[src/rtl/uer_pkg.sv]
// ----------------------------------------------------------------------------
// Ultrasonic echo ranger package
// Types, widths, register indexes and reset values shared by the ranger.
// ----------------------------------------------------------------------------
package uer_pkg;

  parameter int unsigned CountWidthDef = 24;
  parameter int unsigned PhaseCntW     = 24;
  parameter int unsigned DistW         = 14;
  parameter int unsigned ScaleW        = 32;
  parameter int unsigned RangeW        = 10;
  parameter int unsigned FracBits      = 4;
  parameter int unsigned ProdShift     = 28;
  parameter int unsigned CfgIdxW       = 4;
  parameter int unsigned CfgDataW      = 32;

  parameter logic [DistW-1:0] DistMax = '1;

  parameter logic [15:0]          PreLowRst   = 16'd160;
  parameter logic [15:0]          PulseRst    = 16'd96;
  parameter logic [15:0]          PostLowRst  = 16'd160;
  parameter logic [23:0]          IntervalRst = 24'd1600000;
  parameter logic [23:0]          TimeoutRst  = 24'd16000000;
  parameter logic [ScaleW-1:0]    ScaleRst    = 32'd9133826;
  parameter logic [RangeW-1:0]    MaxRangeRst = 10'd500;
  parameter logic [RangeW-1:0]    NearRst     = 10'd15;

  typedef enum logic [CfgIdxW-1:0] {
    CFG_PRE_LOW  = 4'd0,
    CFG_PULSE    = 4'd1,
    CFG_POST_LOW = 4'd2,
    CFG_INTERVAL = 4'd3,
    CFG_TIMEOUT  = 4'd4,
    CFG_SCALE    = 4'd5,
    CFG_MAX_RNG  = 4'd6,
    CFG_NEAR     = 4'd7
  } cfg_idx_e;

  typedef enum logic [2:0] {
    PH_PRE   = 3'd0,
    PH_PULSE = 3'd1,
    PH_POST  = 3'd2,
    PH_WAIT  = 3'd3,
    PH_COUNT = 3'd4,
    PH_IDLE  = 3'd5
  } phase_e;

  typedef struct packed {
    logic trig;
    logic fall;
    logic timeout;
  } seq_evt_t;

endpackage

[src/rtl/ultrasonic_echo_ranger.sv]
// ----------------------------------------------------------------------------
// Ultrasonic echo ranger
// Trigger and echo-pulse ranging with a Q4 centimetre distance and near flag.
// ----------------------------------------------------------------------------
// Each input word is one sampled tick of the echo pin and yields exactly one
// result word, in order. The block takes one word per cycle while input ready
// is high, through its stages to the result register: the phase sequencer
// in the first stage, the count-by-scale multiply in the second, and rounding,
// saturation, the range check and the near compare in the third. Input ready
// drops only when every stage holds a word and the result is not being taken.
// Register writes take effect at once and need no setup after reset.
module ultrasonic_echo_ranger #(
  parameter int unsigned COUNT_WIDTH = uer_pkg::CountWidthDef
) (
  input  logic                          clk_i,
  input  logic                          rst_ni,
  input  logic                          cfg_we_i,
  input  logic [uer_pkg::CfgIdxW-1:0]   cfg_idx_i,
  input  logic [uer_pkg::CfgDataW-1:0]  cfg_data_i,
  input  logic                          in_valid_i,
  output logic                          in_ready_o,
  input  logic                          echo_level_i,
  output logic                          out_valid_o,
  input  logic                          out_ready_i,
  output logic                          trigger_out_o,
  output logic [uer_pkg::DistW-1:0]     distance_q4_o,
  output logic                          near_flag_o,
  output logic                          new_reading_o,
  output logic                          out_of_range_o
);

  localparam int unsigned ProdW = COUNT_WIDTH + uer_pkg::ScaleW;
  localparam int unsigned QW    = ProdW + 1 - uer_pkg::ProdShift;
  localparam logic [ProdW:0] RoundBias = (ProdW + 1)'(1) << (uer_pkg::ProdShift - 1);

  logic [15:0]                 pre_low_q, pulse_q, post_low_q;
  logic [23:0]                 interval_q, timeout_q;
  logic [uer_pkg::ScaleW-1:0]  scale_q;
  logic [uer_pkg::RangeW-1:0]  max_range_q, near_cm_q;

  logic                        ready1, ready2, in_acc, out_ld;
  uer_pkg::seq_evt_t           seq_evt;
  logic [COUNT_WIDTH-1:0]      seq_count;

  logic                        v1_q, v2_q, out_valid_q;
  uer_pkg::seq_evt_t           s1_evt_q, s2_evt_q;
  logic [COUNT_WIDTH-1:0]      s1_cnt_q;
  logic [ProdW-1:0]            s2_prod_q, s2_prod_d;

  logic [ProdW:0]              rnd_sum;
  logic [QW-1:0]               q_full;
  logic [uer_pkg::DistW-1:0]   dist_sat, dist_d, dist_q;
  logic                        reject, done, near_d, near_q;
  logic                        trig_q, newr_q, oor_q;

  always_ff @(posedge clk_i or negedge rst_ni) begin
    if (!rst_ni) begin
      pre_low_q   <= uer_pkg::PreLowRst;
      pulse_q     <= uer_pkg::PulseRst;
      post_low_q  <= uer_pkg::PostLowRst;
      interval_q  <= uer_pkg::IntervalRst;
      timeout_q   <= uer_pkg::TimeoutRst;
      scale_q     <= uer_pkg::ScaleRst;
      max_range_q <= uer_pkg::MaxRangeRst;
      near_cm_q   <= uer_pkg::NearRst;
    end else if (cfg_we_i) begin
      case (cfg_idx_i)
        uer_pkg::CFG_PRE_LOW:  pre_low_q   <= cfg_data_i[15:0];
        uer_pkg::CFG_PULSE:    pulse_q     <= cfg_data_i[15:0];
        uer_pkg::CFG_POST_LOW: post_low_q  <= cfg_data_i[15:0];
        uer_pkg::CFG_INTERVAL: interval_q  <= cfg_data_i[23:0];
        uer_pkg::CFG_TIMEOUT:  timeout_q   <= cfg_data_i[23:0];
        uer_pkg::CFG_SCALE:    scale_q     <= cfg_data_i[uer_pkg::ScaleW-1:0];
        uer_pkg::CFG_MAX_RNG:  max_range_q <= cfg_data_i[uer_pkg::RangeW-1:0];
        uer_pkg::CFG_NEAR:     near_cm_q   <= cfg_data_i[uer_pkg::RangeW-1:0];
        default: begin
        end
      endcase
    end
  end

  assign ready2     = !v2_q || !out_valid_q || out_ready_i;
  assign ready1     = !v1_q || ready2;
  assign in_ready_o = ready1;
  assign in_acc     = in_valid_i && ready1;
  assign out_ld     = v2_q && (!out_valid_q || out_ready_i);

  uer_seq #(
    .COUNT_WIDTH (COUNT_WIDTH)
  ) u_seq (
    .clk_i      (clk_i),
    .rst_ni     (rst_ni),
    .step_i     (in_acc),
    .echo_i     (echo_level_i),
    .pre_low_i  (pre_low_q),
    .pulse_i    (pulse_q),
    .post_low_i (post_low_q),
    .interval_i (interval_q),
    .timeout_i  (timeout_q),
    .evt_o      (seq_evt),
    .count_o    (seq_count)
  );

  assign s2_prod_d = ProdW'(s1_cnt_q) * ProdW'(scale_q);

  always_ff @(posedge clk_i or negedge rst_ni) begin
    if (!rst_ni) begin
      v1_q        <= 1'b0;
      v2_q        <= 1'b0;
      out_valid_q <= 1'b0;
    end else begin
      if (ready1) begin
        v1_q <= in_acc;
      end
      if (ready2) begin
        v2_q <= v1_q;
      end
      if (!out_valid_q || out_ready_i) begin
        out_valid_q <= v2_q;
      end
    end
  end

  always_ff @(posedge clk_i) begin
    if (in_acc) begin
      s1_evt_q <= seq_evt;
      s1_cnt_q <= seq_count;
    end
    if (v1_q && ready2) begin
      s2_evt_q  <= s1_evt_q;
      s2_prod_q <= s2_prod_d;
    end
    if (out_ld) begin
      trig_q <= s2_evt_q.trig;
      newr_q <= done;
      oor_q  <= s2_evt_q.timeout || (s2_evt_q.fall && reject);
    end
  end

  assign rnd_sum  = {1'b0, s2_prod_q} + RoundBias;
  assign q_full   = rnd_sum[ProdW:uer_pkg::ProdShift];
  assign dist_sat = (|q_full[QW-1:uer_pkg::DistW]) ? uer_pkg::DistMax
                                                    : q_full[uer_pkg::DistW-1:0];
  assign reject   = dist_sat > {max_range_q, {uer_pkg::FracBits{1'b0}}};
  assign done     = s2_evt_q.fall || s2_evt_q.timeout;
  assign dist_d   = (s2_evt_q.fall && !reject) ? dist_sat : dist_q;
  assign near_d   = done ? (dist_d < {near_cm_q, {uer_pkg::FracBits{1'b0}}}) : near_q;

  always_ff @(posedge clk_i or negedge rst_ni) begin
    if (!rst_ni) begin
      dist_q <= '0;
      near_q <= 1'b0;
    end else if (out_ld) begin
      dist_q <= dist_d;
      near_q <= near_d;
    end
  end

  assign out_valid_o    = out_valid_q;
  assign trigger_out_o  = trig_q;
  assign distance_q4_o  = dist_q;
  assign near_flag_o    = near_q;
  assign new_reading_o  = newr_q;
  assign out_of_range_o = oor_q;

endmodule

[src/rtl/uer_seq.sv]
// ----------------------------------------------------------------------------
// Ultrasonic echo ranger sequencer
// Trigger and echo phase machine, advanced once for every accepted word.
// ----------------------------------------------------------------------------
module uer_seq #(
  parameter int unsigned COUNT_WIDTH = uer_pkg::CountWidthDef
) (
  input  logic                          clk_i,
  input  logic                          rst_ni,
  input  logic                          step_i,
  input  logic                          echo_i,
  input  logic [15:0]                   pre_low_i,
  input  logic [15:0]                   pulse_i,
  input  logic [15:0]                   post_low_i,
  input  logic [23:0]                   interval_i,
  input  logic [23:0]                   timeout_i,
  output uer_pkg::seq_evt_t             evt_o,
  output logic [COUNT_WIDTH-1:0]        count_o
);

  localparam logic [COUNT_WIDTH-1:0] CountMax = '1;

  uer_pkg::phase_e                     phase_q, phase_d, skip_ph;
  logic [uer_pkg::PhaseCntW-1:0]       phase_count_q, phase_count_d, skip_pc, pc_inc;
  logic [COUNT_WIDTH-1:0]              echo_count_q, echo_count_d;

  function automatic logic timed(uer_pkg::phase_e ph);
    return (ph == uer_pkg::PH_PRE) || (ph == uer_pkg::PH_PULSE) ||
           (ph == uer_pkg::PH_POST) || (ph == uer_pkg::PH_IDLE);
  endfunction

  function automatic logic [uer_pkg::PhaseCntW-1:0] phase_len(uer_pkg::phase_e ph,
      logic [15:0] pre, logic [15:0] pulse, logic [15:0] post, logic [23:0] ival);
    logic [uer_pkg::PhaseCntW-1:0] len;
    case (ph)
      uer_pkg::PH_PRE:   len = uer_pkg::PhaseCntW'(pre);
      uer_pkg::PH_PULSE: len = uer_pkg::PhaseCntW'(pulse);
      uer_pkg::PH_POST:  len = uer_pkg::PhaseCntW'(post);
      default:           len = uer_pkg::PhaseCntW'(ival);
    endcase
    return len;
  endfunction

  function automatic uer_pkg::phase_e next_timed(uer_pkg::phase_e ph);
    uer_pkg::phase_e nx;
    case (ph)
      uer_pkg::PH_PRE:   nx = uer_pkg::PH_PULSE;
      uer_pkg::PH_PULSE: nx = uer_pkg::PH_POST;
      uer_pkg::PH_POST:  nx = uer_pkg::PH_WAIT;
      default:           nx = uer_pkg::PH_PRE;
    endcase
    return nx;
  endfunction

  always_ff @(posedge clk_i or negedge rst_ni) begin
    if (!rst_ni) begin
      phase_q       <= uer_pkg::PH_PRE;
      phase_count_q <= '0;
      echo_count_q  <= '0;
    end else if (step_i) begin
      phase_q       <= phase_d;
      phase_count_q <= phase_count_d;
      echo_count_q  <= echo_count_d;
    end
  end

  // Timed phases that have run their length, zero-length ones included, are
  // passed through in the same tick; at most four can follow one another.
  always_comb begin
    skip_ph = phase_q;
    skip_pc = phase_count_q;
    for (int i = 0; i < 4; i++) begin
      if (timed(skip_ph) &&
          (skip_pc >= phase_len(skip_ph, pre_low_i, pulse_i, post_low_i, interval_i))) begin
        skip_ph = next_timed(skip_ph);
        skip_pc = '0;
      end
    end
  end

  assign pc_inc  = skip_pc + uer_pkg::PhaseCntW'(1);
  assign count_o = echo_count_q;

  always_comb begin
    phase_d       = skip_ph;
    phase_count_d = pc_inc;
    echo_count_d  = echo_count_q;
    evt_o         = '0;
    case (skip_ph)
      uer_pkg::PH_PRE, uer_pkg::PH_POST, uer_pkg::PH_IDLE: begin
        phase_count_d = pc_inc;
      end
      uer_pkg::PH_PULSE: begin
        evt_o.trig    = 1'b1;
        phase_count_d = pc_inc;
      end
      uer_pkg::PH_WAIT: begin
        if (echo_i) begin
          phase_d       = uer_pkg::PH_COUNT;
          phase_count_d = '0;
          echo_count_d  = COUNT_WIDTH'(1);
        end else if (pc_inc >= timeout_i) begin
          evt_o.timeout = 1'b1;
          phase_d       = uer_pkg::PH_IDLE;
          phase_count_d = '0;
          echo_count_d  = '0;
        end
      end
      uer_pkg::PH_COUNT: begin
        phase_count_d = skip_pc;
        if (echo_i) begin
          if (echo_count_q != CountMax) begin
            echo_count_d = echo_count_q + COUNT_WIDTH'(1);
          end
        end else begin
          evt_o.fall    = 1'b1;
          phase_d       = uer_pkg::PH_IDLE;
          phase_count_d = '0;
          echo_count_d  = '0;
        end
      end
      default: begin
        phase_d       = uer_pkg::PH_PRE;
        phase_count_d = '0;
      end
    endcase
  end

endmodule

[config.mk]
export PLATFORM = sky130hd
export DESIGN_NAME = ultrasonic_echo_ranger
export DESIGN_NICKNAME = d
export VERILOG_FILES = /design/src/rtl/uer_pkg.sv /design/src/rtl/ultrasonic_echo_ranger.sv /design/src/rtl/uer_seq.sv
export SDC_FILE = /design/constraint.sdc
export NUM_CORES = 2
export LEC_CHECK = 0
export BUFFER_PORTS_ARGS = -buffer_cell sky130_fd_sc_hd__buf_4
export CAP_MARGIN = 40
export CORE_ASPECT_RATIO = 1.2
export CORE_MARGIN = 4
export CORE_UTILIZATION = 60
export CTS_BUF_LIST = sky130_fd_sc_hd__clkbuf_4 sky130_fd_sc_hd__clkbuf_8 sky130_fd_sc_hd__clkbuf_16
export DETAILED_ROUTE_END_ITERATION = 10
export GPL_TIMING_DRIVEN = 0
export PLACE_DENSITY = 0.8
export SYNTH_ARGS = -nofsm -noshare
export SYNTH_HDL_FRONTEND = slang
export SYNTH_SLANG_ARGS = --single-unit
[constraint.sdc]
create_clock -name clk_i -period 15.5 [get_ports clk_i]
set_input_delay 3.875 -clock clk_i [delete_from_list [all_inputs] [get_ports clk_i]]
set_output_delay 3.875 -clock clk_i [all_outputs]
set_load 0.02 [all_outputs]
==> results by group <==
Logic synthesis
  • Synthesis Warnings: 0
  • Gate count after technology mapping: 4,337
  • Post-synth cell types: 90
  • Synth Register Bits: 279
  • Synth Flop Type: sky130_fd_sc_hd__dfrtp_1
  • EDFF count, synth: 62
  • Average size of a mapped cell: 9.407 sq um
  • Proportion of register bits with asynchronous set or reset after synthesis: 77.78%
  • Synthesized netlist net count: 5,356
  • Synthesized cell area: 40,800 sq um
  • Proportion of synthesized chip area in sequential cells: 18.00%

Placed design
  • Number of I/O port buffers: 59
  • Global placer's final weighted congestion: 1.089
  • Post-detailed-placement half-perimeter wirelength: 107.7 mm

Timing
  • Number of slew-limit violations in the final report: 0
  • Final period utilization: 100.6%
  • Timing-limited maximum frequency: 64.15 MHz
  • Final WS setup: -0.08903 ns
  • Final-layout setup total negative slack: -1.055 ns
  • Final hold violation count: 0
  • Worst Clk Skew: 0.04227 ns
  • Worst slew margin relative to its limit: 29.06%
  • Final Setup Violations: 35
  • Post-layout minimum cycle time: 15.59 ns
  • Transition time at the pin with the least slew margin: 1.064 ns

Floorplan
  • Initial cell density of the core: 60.64%
  • Placement row count: 104
  • Height of the die: 293.7 microns
  • Standard cell core area: 67,270 sq um
  • Num ports: 62
  • DIE WIDTH: 246.0 microns
  • Die footprint: 72,250 sq um

Cells and area
  • # nets final: 5,524
  • Commonest cells after routing, fill and taps aside: 723 x sky130_fd_sc_hd__inv_1, 700 x sky130_fd_sc_hd__nand2_1, 657 x sky130_fd_sc_hd__fa_1, 313 x sky130_fd_sc_hd__ha_1, 297 x sky130_fd_sc_hd__and2_1
  • Area overhead of the layout relative to synthesis: 10.69%
  • Most frequent standard cell in the layout excluding fill and tap cells: sky130_fd_sc_hd__inv_1
  • Share of cells above drive strength 1: 13.30%

Worst setup path
  • Count of cells along the worst register-to-register path: 73
  • Kind of end point of the critical path: flip-flop
  • Launching element type of the critical path: flip-flop
  • Data arrival, critical path: 16.10 ns
  • Path type of the worst setup path: reg2reg
  • Critical path's slowest cell: sky130_fd_sc_hd__nor4_4
  • Worst Path Required: 16.02 ns
  • Launching instance or port of the critical path: u_seq.phase_q[1]$_DFFE_PN0P_
  • Critical R2R Launch: u_seq.phase_q[1]$_DFFE_PN0P_
  • Crit-path max FO: 10
  • Slowest cell delay on critical path: 0.56 ns
  • Most used cell, CP: sky130_fd_sc_hd__buf_4

CTS
  • Count of clock tree sinks: 279
  • Clock-pin slew reported for the worst setup and hold paths after clock tree synthesis: 0.07 ns
  • Bufs on Longest Clock Path: 3
  • Clock tree from TritonCTS: yes
  • Number of buffers created by CTS: 28
  • Count of hold-fix buffers inserted at cts: 0
  • Insertion delay of the later-clocked pin in the worst-skew pair: 0.59 ns
  • Maximum level of the CTS H-tree: 1
  • Library cell used as clock root buffer: sky130_fd_sc_hd__clkbuf_16

Global route
  • Combined global-route utilization of all metal layers: 37.68%
  • Largest net degree at the start of global routing: 114
  • Overflow after GRT: 0
  • First-pass GRT wire length: 204.7 mm
  • Via count of the first global-routing pass: 35,480
  • Initial antenna violation count: 8

Drt
  • Detailed-route DRC error count: 0
  • Via Count: 33,880
  • Number of DRC markers after the initial detailed-route iteration: 3,833
  • Wire length reported by the detailed router: 136.2 mm
  • Post-DR wirelength/cell: 25.06 microns
  • Via-per-instance ratio: 6.233
  • Number of detailed-routing iterations run before antenna repair: 11
  • Routed Antenna Nets: 0

Status
  • Violations in the final reports: setup timing
  • Result of the run: complete, but fails checks

Min path
  • Worst hold path startpoint: s2_evt_q[2]$_DFFE_PP_
  • Class of the tightest hold or removal check: reg2reg
  • Hold depth: 0

Run
  • # Max-Cap Violations: 0
[path summary, 6_finish.rpt]
path	end	slack [ns]
max in group asynchronous	u_seq.phase_q[2]$_DFFE_PN0P_	11.16
worst min-delay path	trigger_out_o$_DFFE_PP_	0.42
worst min register to register	trigger_out_o$_DFFE_PP_	0.42
worst max-delay path	u_seq.phase_count_q[4]$_DFFE_PN0P_	-0.09
worst max register to register	u_seq.phase_count_q[4]$_DFFE_PN0P_	-0.09
min in group asynchronous	pulse_q[3]$_DFFE_PN0P_	3.26
[cell type report]
class / instances / area, sq um
clock inverters: 21 / 205.2
fillers: 5294 / 22120
well taps: 901 / 1127
multi-input cells: 3109 / 30650
repair buffers: 142 / 1211
clock buffers: 31 / 723.2
plain buffers: 219 / 1144
inverters: 726 / 2734
diodes: 8 / 20.02
flip-flops and latches: 279 / 7345
[worst max-delay path, delay by kind of cell (launching register included)]
family / cells / cell delay (ns)
XOR/XNOR: 1 / 0.19
AND/OR/NAND/NOR: 21 / 4.47
adder cells (fa/ha/maj): 6 / 1.56
AO/OA/AOI/OAI: 30 / 6.34
flip-flops: 1 / 0.47
buffers and inverters: 13 / 2.20
multiplexers: 2 / 0.21
[through the flow]
stage | setup slack (ns) | utilization [%] | hold slack, ns | cells | instance area (sq um)
floorplan | 1.131 | - | 0.4003 | 4337 | 40800
global placement | -5.498 | 62.98 | 0.4030 | 5297 | 42370
detailed placement | -4.681 | 63.19 | 0.4065 | 5309 | 42510
CTS | 0.01435 | 65.65 | 0.4246 | 5377 | 44170
global route | -0.4612 | 67.10 | 0.4392 | 5428 | 45140
finish | -0.08903 | 67.13 | 0.4220 | 5436 | 45160
[flip-flops by register name, indices dropped and copies added, names as in the netlist, 24 cells and up]
signal               count
interval_q              24
s1_cnt_q                24
u_seq.phase_count_q     24
timeout_q               24
s2_prod_q               29
scale_q                 32
u_seq.count_o           24
[what timing repair did]
| item | in CTS | in global routing |
|---|---|---|
| resized for setup | 175 | 142 |
| endpoints found under the setup margin | 53 | 51 |
| pin swaps | 24 | 61 |
| setup buffers | 19 | 48 |
| cloned | 0 | 4 |
[logic make-up (layout without fill, tap and decap cells)]
kind of cell             count (synthesis)  after routing  synth area share [%]
XOR/XNOR                                59             59                 1.267
AO/OA/AOI/OAI                          497            498                 8.854
buffers and inverters                  950           1139                 8.854
AND/OR/NAND/NOR                       1396           1396                 16.10
adder cells (fa/ha/maj)                977            977                 42.05
multiplexers                           179            179                 4.879
flip-flops                             279            279                 18.00
other                                    0              8                     0
[synthesized netlist by cell type (11+ instances only)]
cell type	n	area share, %
sky130_fd_sc_hd__a22o_1	12	0.26
sky130_fd_sc_hd__nor3_1	31	0.38
sky130_fd_sc_hd__a21boi_0	19	0.35
sky130_fd_sc_hd__mux2i_1	20	0.49
sky130_fd_sc_hd__and2_1	300	4.6
sky130_fd_sc_hd__o22ai_1	11	0.17
sky130_fd_sc_hd__and3_1	20	0.31
sky130_fd_sc_hd__nand3_1	61	0.75
sky130_fd_sc_hd__dfstp_2	40	2.6
sky130_fd_sc_hd__edfxtp_1	62	4.6
sky130_fd_sc_hd__o21ai_1	19	0.23
sky130_fd_sc_hd__o21ai_0	82	1.0
sky130_fd_sc_hd__xor2_1	17	0.36
sky130_fd_sc_hd__mux2_2	158	4.4
sky130_fd_sc_hd__a22oi_1	35	0.64
sky130_fd_sc_hd__nor2_1	153	1.4
sky130_fd_sc_hd__fa_1	657	32
sky130_fd_sc_hd__nand2b_1	14	0.21
sky130_fd_sc_hd__a21oi_1	90	1.1
sky130_fd_sc_hd__nor2b_1	16	0.25
sky130_fd_sc_hd__o31ai_1	24	0.44
sky130_fd_sc_hd__a31oi_1	28	0.43
sky130_fd_sc_hd__dfrtp_1	177	11
sky130_fd_sc_hd__nand2_1	710	6.5
sky130_fd_sc_hd__a222oi_1	32	0.79
sky130_fd_sc_hd__clkbuf_1	204	1.9
sky130_fd_sc_hd__ha_1	320	9.8
sky130_fd_sc_hd__o41ai_2	19	0.76
sky130_fd_sc_hd__a21o_1	29	0.53
sky130_fd_sc_hd__xnor2_1	42	0.90
sky130_fd_sc_hd__inv_1	723	6.7
sky130_fd_sc_hd__o21a_1	17	0.31
sky130_fd_sc_hd__nand4_1	31	0.48
[per-layer routing]
layer	vias up	wire, microns	global-route usage [%]
li1	14220	-	-
met1	16660	44240	41.79
met2	2177	62220	60.85
met3	823	14270	10.03
met4	4	15490	31.04
met5	-	22	0
Power is not shown: default switching activity piles up to over one toggle a cycle in this logic, so the estimate is an artifact.
